$ cat src/crcfr_pkg.sv
// shared types, constants and the crc table function for the frame receiver
`default_nettype none

package crcfr_pkg;

    typedef enum logic [1:0] {
        EV_NONE   = 2'd0,
        EV_OK     = 2'd1,
        EV_FORMAT = 2'd2,
        EV_CRC    = 2'd3
    } event_t;

    localparam logic [1:0] CFG_POLY   = 2'd0;
    localparam logic [1:0] CFG_BYPASS = 2'd1;
    localparam logic [1:0] CFG_START  = 2'd2;

    localparam logic [15:0] POLY_RESET   = 16'h1021;
    localparam logic [15:0] BYPASS_RESET = 16'hBADD;
    localparam logic [7:0]  START_RESET  = 8'hFF;

    typedef struct packed {
        event_t      event_res;
        logic [7:0]  command;
        logic [7:0]  frame_length;
        logic        payload_valid;
        logic [7:0]  payload_index;
        logic [7:0]  payload_byte;
        logic [31:0] ok_count;
        logic [31:0] format_error_count;
        logic [31:0] crc_error_count;
    } result_t;

    typedef struct packed {
        logic [15:0] crc_polynomial;
        logic [15:0] bypass_label;
        logic [7:0]  start_byte;
    } cfg_t;

    // msb-first table entry for one index byte, eight shift steps
    function automatic logic [15:0] crc_table_entry(input logic [7:0] idx,
                                                    input logic [15:0] poly);
        logic [15:0] r;
        r = {idx, 8'h00};
        for (int k = 0; k < 8; k++) begin
            if (r[15])
            begin
                r = {r[14:0], 1'b0} ^ poly;
            end
            else
            begin
                r = {r[14:0], 1'b0};
            end
        end
        return r;
    endfunction

endpackage

`default_nettype wire

$ cat src/crcfr_crc.sv
// one byte step of the augmented msb-first crc16
`default_nettype none

module crcfr_crc
    import crcfr_pkg::*;
(
    input  wire logic [15:0] crc_cur,
    input  wire logic [7:0]  data_byte,
    input  wire logic [15:0] poly,
    output logic [15:0]      crc_new
);

    always_comb
    begin
        crc_new = {crc_cur[7:0], data_byte} ^ crc_table_entry(crc_cur[15:8], poly);
    end

endmodule

`default_nettype wire

$ cat src/crcfr_parser.sv
// frame parser: state registers and per-byte result logic
`default_nettype none

module crcfr_parser
    import crcfr_pkg::*;
#(
    parameter int POSITION_WRAP = 256
)
(
    input  wire logic       clk,
    input  wire logic       rst_n,
    input  wire logic       step,
    input  wire logic [7:0] data_byte,
    input  wire cfg_t       cfg,
    output result_t         result
);

    localparam int POS_W = $clog2(POSITION_WRAP);
    localparam int CMP_W = (POS_W > 9) ? POS_W : 9;

    logic [POS_W-1:0] pos_reg, pos_next;
    logic             open_reg, open_next;
    logic [7:0]       len_reg, len_next;
    logic [7:0]       cmd_reg, cmd_next;
    logic [15:0]      rcw_reg, rcw_next;
    logic [15:0]      crc_reg, crc_next;
    logic [31:0]      ok_reg, ok_next;
    logic [31:0]      fmt_reg, fmt_next;
    logic [31:0]      bad_reg, bad_next;

    logic [15:0]      crc_shift;
    logic [CMP_W-1:0] pos_ext;
    logic [CMP_W-1:0] len_ext;
    event_t           ev;
    logic [7:0]       len_out;
    logic             pv;
    logic [7:0]       pidx;
    logic [7:0]       pbyte;
    logic             start_hit;

    crcfr_crc u_crc (
        .crc_cur   (crc_reg),
        .data_byte (data_byte),
        .poly      (cfg.crc_polynomial),
        .crc_new   (crc_shift)
    );

    always_comb
    begin
        pos_ext   = CMP_W'(pos_reg);
        len_ext   = CMP_W'(len_reg);
        start_hit = !open_reg && (data_byte == cfg.start_byte);

        ev       = EV_NONE;
        len_out  = len_reg;
        pv       = 1'b0;
        pidx     = 8'd0;
        pbyte    = 8'd0;
        open_next = open_reg;
        len_next = len_reg;
        cmd_next = cmd_reg;
        rcw_next = rcw_reg;
        crc_next = crc_shift;

        if (start_hit)
        begin
            open_next = 1'b1;
            crc_next  = {8'h00, data_byte};
            rcw_next  = 16'h0000;
        end
        else if (pos_ext == CMP_W'(1))
        begin
            if (data_byte != 8'd0)
            begin
                ev = EV_FORMAT;
            end
        end
        else if (pos_ext == CMP_W'(2))
        begin
            len_out  = data_byte;
            len_next = data_byte;
            if (data_byte == 8'd0)
            begin
                ev = EV_FORMAT;
            end
        end
        else if (pos_ext == CMP_W'(3))
        begin
            cmd_next = data_byte;
        end
        else if (pos_ext > CMP_W'(3) && pos_ext < len_ext + CMP_W'(3))
        begin
            pv    = 1'b1;
            pidx  = 8'(pos_ext - CMP_W'(4));
            pbyte = data_byte;
        end
        else if (pos_ext == len_ext + CMP_W'(3))
        begin
            rcw_next = {data_byte, 8'h00};
        end
        else if (pos_ext == len_ext + CMP_W'(4))
        begin
            rcw_next = {rcw_reg[15:8], data_byte};
            if (crc_shift == 16'h0000 || rcw_next == cfg.bypass_label)
            begin
                ev = EV_OK;
            end
            else
            begin
                ev = EV_CRC;
            end
        end
        else
        begin
            ev = EV_FORMAT;
        end

        ok_next  = ok_reg;
        fmt_next = fmt_reg;
        bad_next = bad_reg;
        case (ev)
            EV_OK:     ok_next  = ok_reg + 32'd1;
            EV_FORMAT: fmt_next = fmt_reg + 32'd1;
            EV_CRC:    bad_next = bad_reg + 32'd1;
            default:   ;
        endcase

        // a frame end or a start both leave the position at one
        if (ev != EV_NONE)
        begin
            open_next = 1'b0;
            len_next  = 8'd0;
            pos_next  = POS_W'(1);
        end
        else if (start_hit)
        begin
            pos_next = POS_W'(1);
        end
        else if (pos_reg == POS_W'(POSITION_WRAP - 1))
        begin
            pos_next = '0;
        end
        else
        begin
            pos_next = pos_reg + POS_W'(1);
        end

        result.event_res          = ev;
        result.command            = cmd_next;
        result.frame_length       = len_out;
        result.payload_valid      = pv;
        result.payload_index      = pidx;
        result.payload_byte       = pbyte;
        result.ok_count           = ok_next;
        result.format_error_count = fmt_next;
        result.crc_error_count    = bad_next;
    end

    always_ff @(posedge clk or negedge rst_n)
    begin
        if (!rst_n)
        begin
            pos_reg  <= '0;
            open_reg <= 1'b0;
            len_reg  <= 8'd0;
            cmd_reg  <= 8'd0;
            rcw_reg  <= 16'h0000;
            crc_reg  <= 16'h0000;
            ok_reg   <= 32'd0;
            fmt_reg  <= 32'd0;
            bad_reg  <= 32'd0;
        end
        else if (step)
        begin
            pos_reg  <= pos_next;
            open_reg <= open_next;
            len_reg  <= len_next;
            cmd_reg  <= cmd_next;
            rcw_reg  <= rcw_next;
            crc_reg  <= crc_next;
            ok_reg   <= ok_next;
            fmt_reg  <= fmt_next;
            bad_reg  <= bad_next;
        end
    end

endmodule

`default_nettype wire

$ cat src/crc16_checked_frame_receiver.sv
// Receiver for crc16-checked serial frames (start, zero, length, command, payload,
// crc high, crc low). One received byte is taken per transaction and gives exactly
// one result transaction. A new byte is accepted every clock cycle while not stalled;
// each byte is held in the input register, then the parse and table-driven crc step
// write its result into the result register; a result-side stall keeps it waiting.
// The table entry comes combinationally from the configured polynomial. Configuration
// writes are always taken (cfg_ready is high) and must only be issued while the block
// is idle.
`default_nettype none

module crc16_checked_frame_receiver
    import crcfr_pkg::*;
#(
    parameter int POSITION_WRAP = 256
)
(
    input  wire logic        clk,
    input  wire logic        rst_n,

    input  wire logic        rx_valid,
    output logic             rx_stall,
    input  wire logic [7:0]  rx_byte,

    output logic             res_valid,
    input  wire logic        res_stall,
    output logic [1:0]       event_res,
    output logic [7:0]       command,
    output logic [7:0]       frame_length,
    output logic             payload_valid,
    output logic [7:0]       payload_index,
    output logic [7:0]       payload_byte,
    output logic [31:0]      ok_count,
    output logic [31:0]      format_error_count,
    output logic [31:0]      crc_error_count,

    input  wire logic        cfg_valid,
    output logic             cfg_ready,
    input  wire logic [1:0]  cfg_index,
    input  wire logic [15:0] cfg_data
);

    cfg_t        cfg_reg;
    logic        s1_valid_reg;
    logic [7:0]  s1_byte_reg;
    logic        res_valid_reg;
    result_t     res_reg;
    result_t     res_next;
    logic        out_free;
    logic        step;

    assign cfg_ready = 1'b1;
    assign out_free  = !res_valid_reg || !res_stall;
    assign step      = s1_valid_reg && out_free;
    assign rx_stall  = s1_valid_reg && !out_free;

    always_ff @(posedge clk or negedge rst_n)
    begin
        if (!rst_n)
        begin
            cfg_reg.crc_polynomial <= POLY_RESET;
            cfg_reg.bypass_label   <= BYPASS_RESET;
            cfg_reg.start_byte     <= START_RESET;
        end
        else if (cfg_valid && cfg_ready)
        begin
            case (cfg_index)
                CFG_POLY:   cfg_reg.crc_polynomial <= cfg_data;
                CFG_BYPASS: cfg_reg.bypass_label   <= cfg_data;
                CFG_START:  cfg_reg.start_byte     <= cfg_data[7:0];
                default:    ;
            endcase
        end
    end

    // input stage
    always_ff @(posedge clk or negedge rst_n)
    begin
        if (!rst_n)
        begin
            s1_valid_reg <= 1'b0;
        end
        else if (!rx_stall)
        begin
            s1_valid_reg <= rx_valid;
        end
    end

    always_ff @(posedge clk)
    begin
        if (rx_valid && !rx_stall)
        begin
            s1_byte_reg <= rx_byte;
        end
    end

    crcfr_parser #(
        .POSITION_WRAP (POSITION_WRAP)
    ) u_parser (
        .clk       (clk),
        .rst_n     (rst_n),
        .step      (step),
        .data_byte (s1_byte_reg),
        .cfg       (cfg_reg),
        .result    (res_next)
    );

    // result stage
    always_ff @(posedge clk or negedge rst_n)
    begin
        if (!rst_n)
        begin
            res_valid_reg <= 1'b0;
        end
        else if (out_free)
        begin
            res_valid_reg <= s1_valid_reg;
        end
    end

    always_ff @(posedge clk)
    begin
        if (step)
        begin
            res_reg <= res_next;
        end
    end

    assign res_valid          = res_valid_reg;
    assign event_res          = res_reg.event_res;
    assign command            = res_reg.command;
    assign frame_length       = res_reg.frame_length;
    assign payload_valid      = res_reg.payload_valid;
    assign payload_index      = res_reg.payload_index;
    assign payload_byte       = res_reg.payload_byte;
    assign ok_count           = res_reg.ok_count;
    assign format_error_count = res_reg.format_error_count;
    assign crc_error_count    = res_reg.crc_error_count;

    // a payload byte never closes a frame
    a_payload_no_event: assert property (@(posedge clk) disable iff (!rst_n)
        res_valid && payload_valid |-> event_res == EV_NONE)
        else $error("payload byte carries a frame event");

    // payload index stays inside the frame length
    a_payload_index: assert property (@(posedge clk) disable iff (!rst_n)
        res_valid && payload_valid |-> payload_index < frame_length)
        else $error("payload index beyond frame length");

    // input side only stalls while a byte waits in the input stage
    a_stall_source: assert property (@(posedge clk) disable iff (!rst_n)
        rx_stall |-> s1_valid_reg && res_valid_reg && res_stall)
        else $error("input stalled without a blocked byte");

    // a byte reaches the result register via the input register when nothing stalls
    a_latency: assert property (@(posedge clk) disable iff (!rst_n)
        rx_valid && !rx_stall ##1 !res_stall |=> res_valid)
        else $error("result missing after accepted byte");

endmodule

`default_nettype wire
$ cat config.mk
export PLATFORM = sky130hd
export DESIGN_NAME = crc16_checked_frame_receiver
export DESIGN_NICKNAME = d
export VERILOG_FILES = /design/src/crcfr_pkg.sv /design/src/crcfr_crc.sv /design/src/crcfr_parser.sv /design/src/crc16_checked_frame_receiver.sv
export SDC_FILE = /design/constraint.sdc
export NUM_CORES = 1
export LEC_CHECK = 0
export BUFFER_PORTS_ARGS = -buffer_cell sky130_fd_sc_hd__buf_2
export CAP_MARGIN = 40
export CELL_PAD_IN_SITES_DETAIL_PLACEMENT = 0
export CELL_PAD_IN_SITES_GLOBAL_PLACEMENT = 1
export CORE_ASPECT_RATIO = 1.1
export CORE_MARGIN = 4
export CORE_UTILIZATION = 43
export DETAILED_ROUTE_END_ITERATION = 10
export PLACE_DENSITY = 0.83
export SYNTH_ARGS = -nofsm -noshare
export SYNTH_HDL_FRONTEND = slang
export SYNTH_SLANG_ARGS = --single-unit
export TNS_END_PERCENT = 30
$ cat constraint.sdc
create_clock -name clk -period 5.75 [get_ports clk]
set_input_delay 0.8625 -clock clk [delete_from_list [all_inputs] [get_ports clk]]
set_output_delay 0.8625 -clock clk [all_outputs]
set_load 0.02 [all_outputs]
* Yosys cells after proc, flatten, opt, wreduce, memory -nomap -nowiden
Cells that the tools add are included.
** Word-level totals
- Register bits :: 326
- Bits of input ports :: 31
- Output and inout port bits :: 134
- Word-level logic and storage cells :: 129
** Operators by class
- Add/sub/neg operators :: 7
- $lt $le $gt $ge :: 2
- Eq/ne operators :: 17
- Muxes and demuxes :: 43
- Bitwise gates (word level) :: 10
- Reduce and logical (&&, ||, !) cells :: 26
** Operator list (number)
- $mux 16 :: 15
- $xor 16x16->16 :: 9
- $add 32x1->32 const B :: 3
- $mux 32 :: 3
- $mux 8 :: 12
- $mux 2 :: 10
- $eq 8x9->1 :: 2
- $eq 16x16->1 :: 1
- $eq 8x2->1 const B :: 2
- $logic_not 16->1 :: 1
- $add 8x2->9 const B :: 1
- $add 8x3->9 const B :: 1
- $lt 8x9->1 :: 1
- $add 8x1->8 const B :: 1
- $eq 8x1->1 const B :: 1
- $eq 8x8->1 :: 1
- $eq 8x8->1 const B :: 1
- $gt 8x2->1 const B :: 1
- $logic_not 8->1 :: 1
- $ne 2x1->1 const B :: 4
- $reduce_and 2->1 :: 4
- $reduce_bool 8->1 :: 1
- $sub 8x3->8 const B :: 1
- $eq 2x2->1 const B :: 3
- other kinds (11) :: 25

* Logic depth before layout (Yosys ltp)
- Depth in word-level cells :: 30
- Mapped depth :: 23
- Depth with buffers taken out :: 19

* By module
A second synthesis with hierarchy kept.
** Unflattened totals
- Cells, all modules :: 1769
- Area total of the unflattened synthesis :: 18687.9 µm²
** Modules (own cells, without submodules)
- crcfr_parser :: times used 1, cells each 1064, area an instance 9532.9 µm²
- crc16_checked_frame_receiver :: times used 1, cells each 234, area an instance 5810.6 µm²
- crcfr_crc :: times used 1, cells each 471, area an instance 3344.5 µm²

* Least setup slack after synthesis
No wires, ideal clock.
- Path type :: input to register
- From :: input port res_stall
- To :: register res_reg (netlist bit command[0]) (enable)
- Data arrival time :: 5.357 ns
- Slack :: -0.153 ns
- Stages :: 6
- Cells stage by stage :: nand2_1 nand2_1 inv_1 clkbuf_1 clkbuf_1 buf_1
** Between the ends
- Longest elaborated chain between the ends :: 3
** RTL lines
- start, declared :: RTL line crc16_checked_frame_receiver.sv:25 : input wire logic res_stall,
- $logic_not 1->1 :: RTL line crc16_checked_frame_receiver.sv:52 : assign out_free = !res_valid_reg || !res_stall;
- $logic_or 1x1->1 :: RTL line crc16_checked_frame_receiver.sv:52
- $logic_and 1x1->1 :: RTL line crc16_checked_frame_receiver.sv:53 : assign step = s1_valid_reg && out_free;
- via step :: RTL line crc16_checked_frame_receiver.sv:49 : logic step;
- end signal, assigned :: RTL line crc16_checked_frame_receiver.sv:124 : res_reg <= res_next;
- end, declared :: RTL line crc16_checked_frame_receiver.sv:46 : result_t res_reg;
The timed path passes the listed nets, and every way through them passes these cells.
A chain may end at the register's enable or synchronous reset.

==> impl_metrics.py <==
metrics = {
    "cells_and_area": {
        "share_of_final_layout_standard_cells_stronger_than_drive_strength_1": 0.2349,
        "layout.filler_cells": 4276,
        "layout_commonest_cell": "nand2_1",
        "diodes": 0,
        "fin_nets": 2320,
        "final_util": 0.5077,
        "area_delta_synth_final_pct": 16.57,
        "number_of_flip_flops_in_the_largest_register": 40,
        "most_used_cells_in_the_layout_excluding_fill_and_tap_cells": "nand2_1 (255), xnor2_1 (191), dfrtp_1 (163)",
    },
    "pwr": {
        "largest_voltage_drop_on_the_vdd_net_uv": 597.4,
        "totalPowerFinal_mw": 14.11,
        "power_frac_seq": 0.210,
        "clock_power_share": 0.167,
        "total_leakage_power_nw": 9.916,
        "combPwrFrac": 0.623,
        "power_density_nw_per_um2": 594.9,
        "power_switching_share": 0.4418,
        "switchingPower_mw": 6.235,
        "internal_power_mw": 7.878,
    },
    "route": {
        "count_of_unresolved_drc_violations_after_routing": 0,
        "final_antenna_violating_net_count": 0,
        "finalWirelength_um": 58290,
        "vias_per_cell": 5.804,
        "drt_iter0_markers": 1456,
        "avgRoutedWirePerCell_um": 20.14,
        "detail_route.first_pass.iterations": 5,
        "detailroute.via_count": 16800,
    },
    "timing": {
        "period_minus_slack_ns": 5.603,
        "final-max-slew-violation-count": 0,
        "setup_viol": 0,
        "hold_slack_ns": 0.2925,
        "finalCritPeriodShare": 0.9745,
        "finalClockSkew_ns": 0.01697,
        "hold_violations": 0,
        "timing.fmax_mhz": 178.5,
        "headroom_to_the_max_slew_limit": 0.4074,
        "grt_setup_unrepaired": "yes",
        "tightestPinTransition_ns": 0.8889,
    },
    "logic_synthesis": {
        "synthTopCellsByArea": "edfxtp_1 (21%), dfrtp_1 (20%), xnor2_1 (8.3%)",
        "synth-adder-area-share": 0.01107,
        "synth_compound_area_frac": 0.1367,
        "synth_edf_count": 139,
        "synthesis.area_sq_um": 20350,
        "ys.warnings.count": 0,
        "syn_avg_cell_area_sq_um": 9.729,
        "synth.yosys.seq_area_share": 0.4363,
        "synth_top_family_by_area": "simple AND/OR/NAND/NOR gates",
        "post-synth-top-area-cell": "edfxtp_1",
        "post-synth-top-area-fraction": 0.2051,
        "synth-main-ff-cell": "dfrtp_1",
        "synth_cells": 2092,
        "post_synth_and_or_nand_nor_area_fraction": 0.2078,
        "async_reset_ff_frac": 0.5736,
        "post_synth_xor_area_fraction": 0.1320,
        "ffs_latches_synth": 326,
        "synth.mux.area_fraction": 0.03553,
        "syn-num-nets": 2141,
        "synth.distinct_cells": 105,
    },
    "flow_run": {
        "max_cap_viol_count": 0,
    },
    "status": {
        "outcome": "finished, final reports clean",
    },
    "worst_setup_path": {
        "crit_path_max_incr_delay_ns": 0.58,
        "path_class": "register to register",
        "wp_data_arrival_ns": 5.89,
        "cp-start-kind": "register",
        "cp_common_cell": "buf_4",
        "timing.critical_path.to_type": "register",
        "timing.critical_path.cells": "mux2_4, a221oi_4, xnor2_2, buf_4, o211ai_1, a31o_1, nand3_1, o22a_1, and3_1, nor3_1, a2111oi_0, buf_4, xnor2_1, buf_4, nand2b_1, nor4_4, buf_4, a31oi_4, buf_4, clkbuf_16, nor2_1, o21ai_1",
        "worstPathMaxFanout": 19,
        "crit_slowest_cell": "dfrtp_4",
        "cp.required_ns": 6.03,
    },
    "clock_tree": {
        "clk-insertion-delay-late_ns": 0.55,
        "cts-buffers-inserted": 36,
        "clock_h_tree_levels": 2,
        "clock_tree_from_tritoncts": "built",
        "ctsLongestPathBuffers": 3,
        "post_cts_hold_buffer_count": 0,
        "cts_num_sinks": 326,
        "cts.clk_slew.worst_paths_ns": 0.06,
        "clock-root-buffer": "clkbuf_16",
    },
    "grt": {
        "grt-ovfl-total": 0,
        "grt_max_degree": 128,
        "grt_pass1_vias": 15990,
        "antenna_found_initial": 1,
        "aggregate_global_route_resource_usage": 0.2203,
        "grt_first_pass_wirelength_um": 90920,
    },
    "die": {
        "floorplan.die.height_um": 236.2,
        "site_row_count": 83,
        "fp.coreArea_sq_um": 46730,
        "fp.dieArea_sq_um": 50880,
        "ioPinCount": 165,
        "die_w_um": 215.4,
        "initial_core_util": 0.4355,
    },
    "placed_design": {
        "gp_congestion": 0.9545,
        "place.port_buffers": 163,
        "dpl.hpwl_um": 41230,
    },
    "min_path": {
        "hp-class": "primary input to async pin",
    },
}
layer usage:
| layer | global-route usage | routed length (um) | up-vias |
|---|---|---|---|
| met1 | 0.2987 | 25360 | 8290 |
| met2 | 0.3658 | 27960 | 546 |
| met4 | 0.06248 | 1499 | 2 |
| li1 | - | - | 7854 |
| met5 | 0 | 13 | - |
| met3 | 0.03698 | 3456 | 106 |
per-stage QoR:
step | std cells | setup WS [ns] | instance area, sq um | setup TNS (ns)
after floorplan | 2092 | 0.1421 | 20360 | 0
final | 2894 | 0.1469 | 23730 | 0
after detailed placement | 2821 | -0.01340 | 22380 | -0.01340
after global routing | 2894 | -0.01593 | 23730 | -0.04276
after CTS | 2887 | 0.08351 | 23600 | 0
after global placement | 2816 | 0.1146 | 22320 | 0
Yosys cell counts, types with 25 or more instances:
| master | instances |
|---|---|
| nand4_1 | 54 |
| o21ai_0 | 107 |
| and3_1 | 62 |
| clkbuf_1 | 119 |
| a211oi_1 | 27 |
| mux2_2 | 48 |
| a21oi_1 | 81 |
| xnor2_1 | 192 |
| inv_1 | 28 |
| xor2_1 | 99 |
| buf_2 | 25 |
| and2_1 | 26 |
| nand2_1 | 256 |
| nor3_2 | 50 |
| edfxtp_1 | 139 |
| nor3_1 | 35 |
| nand3_1 | 103 |
| nor2_1 | 94 |
| dfrtp_1 | 165 |
power by group through the flow:
stage | combinational (mW) | clock, mW | sequential, mW
2_1_floorplan | 5.53 | 0 | 2.93
3_3_place_gp | 8.42 | 0 | 2.99
3_5_place_dp | 8.49 | 0 | 3.00
4_1_cts | 8.52 | 2.42 | 2.96
5_1_grt | 9.35 | 2.52 | 2.99
6_report | 8.79 | 2.36 | 2.97
cell type report:
| cell class | count | area, sq um | share of cell area |
|---|---|---|---|
| multi-input combinational | 1568 | 10740 | 0.4525 |
| sequential | 326 | 8886 | 0.3745 |
| timing repair buffer | 306 | 2014 | 0.08491 |
| clock buffer | 56 | 1100 | 0.04636 |
| tap | 595 | 744.5 | 0.03138 |
| inverter | 33 | 131.4 | 0.005537 |
| clock inverter | 10 | 112.6 | 0.004746 |
worst max-delay path: cells and delay by family (launching register included):
| family | cells | cell delay, ns |
|---|---|---|
| xor+xnor | 2 | 0.35 |
| mux | 1 | 0.32 |
| buf+inv | 6 | 1.19 |
| flops | 1 | 0.58 |
| compound gates | 7 | 1.79 |
| simple gates | 6 | 1.10 |
cell families after synthesis:
family	after synthesis
AND/OR/NAND/NOR	783
AO/OA/AOI/OAI	403
flip-flops	326
XOR/XNOR	298
buffers and inverters	198
multiplexers	65
adder cells (fa/ha/maj)	18
other	1
repair_timing:
action	4_1_cts	5_1_grt
endpoints found under the setup margin	4	120
gates cloned	0	1
resized for setup	2	10
pin swaps	0	7
hold endpoints to repair	0	0
buffers inserted	0	6
final timing paths:
path	from	to	slack (ns)	cells after the start
max	cfg_reg[39]$_DFFE_PN0P_	event_res[1]$_DFFE_PP_	0.15	22
min	rst_n	u_parser.fmt_reg[11]$_DFFE_PN0P_	0.29	1
max reg2reg	cfg_reg[39]$_DFFE_PN0P_	event_res[1]$_DFFE_PP_	0.15	22
min reg2reg	u_parser.cmd_reg[2]$_DFFE_PN0P_	u_parser.cmd_reg[2]$_DFFE_PN0P_	0.47	2
max in group asynchronous	rst_n	cfg_reg[25]$_DFFE_PN0P_	4.30	2
min in group clk	u_parser.cmd_reg[2]$_DFFE_PN0P_	u_parser.cmd_reg[2]$_DFFE_PN0P_	0.47	2
(Power assumes the default switching activity.)
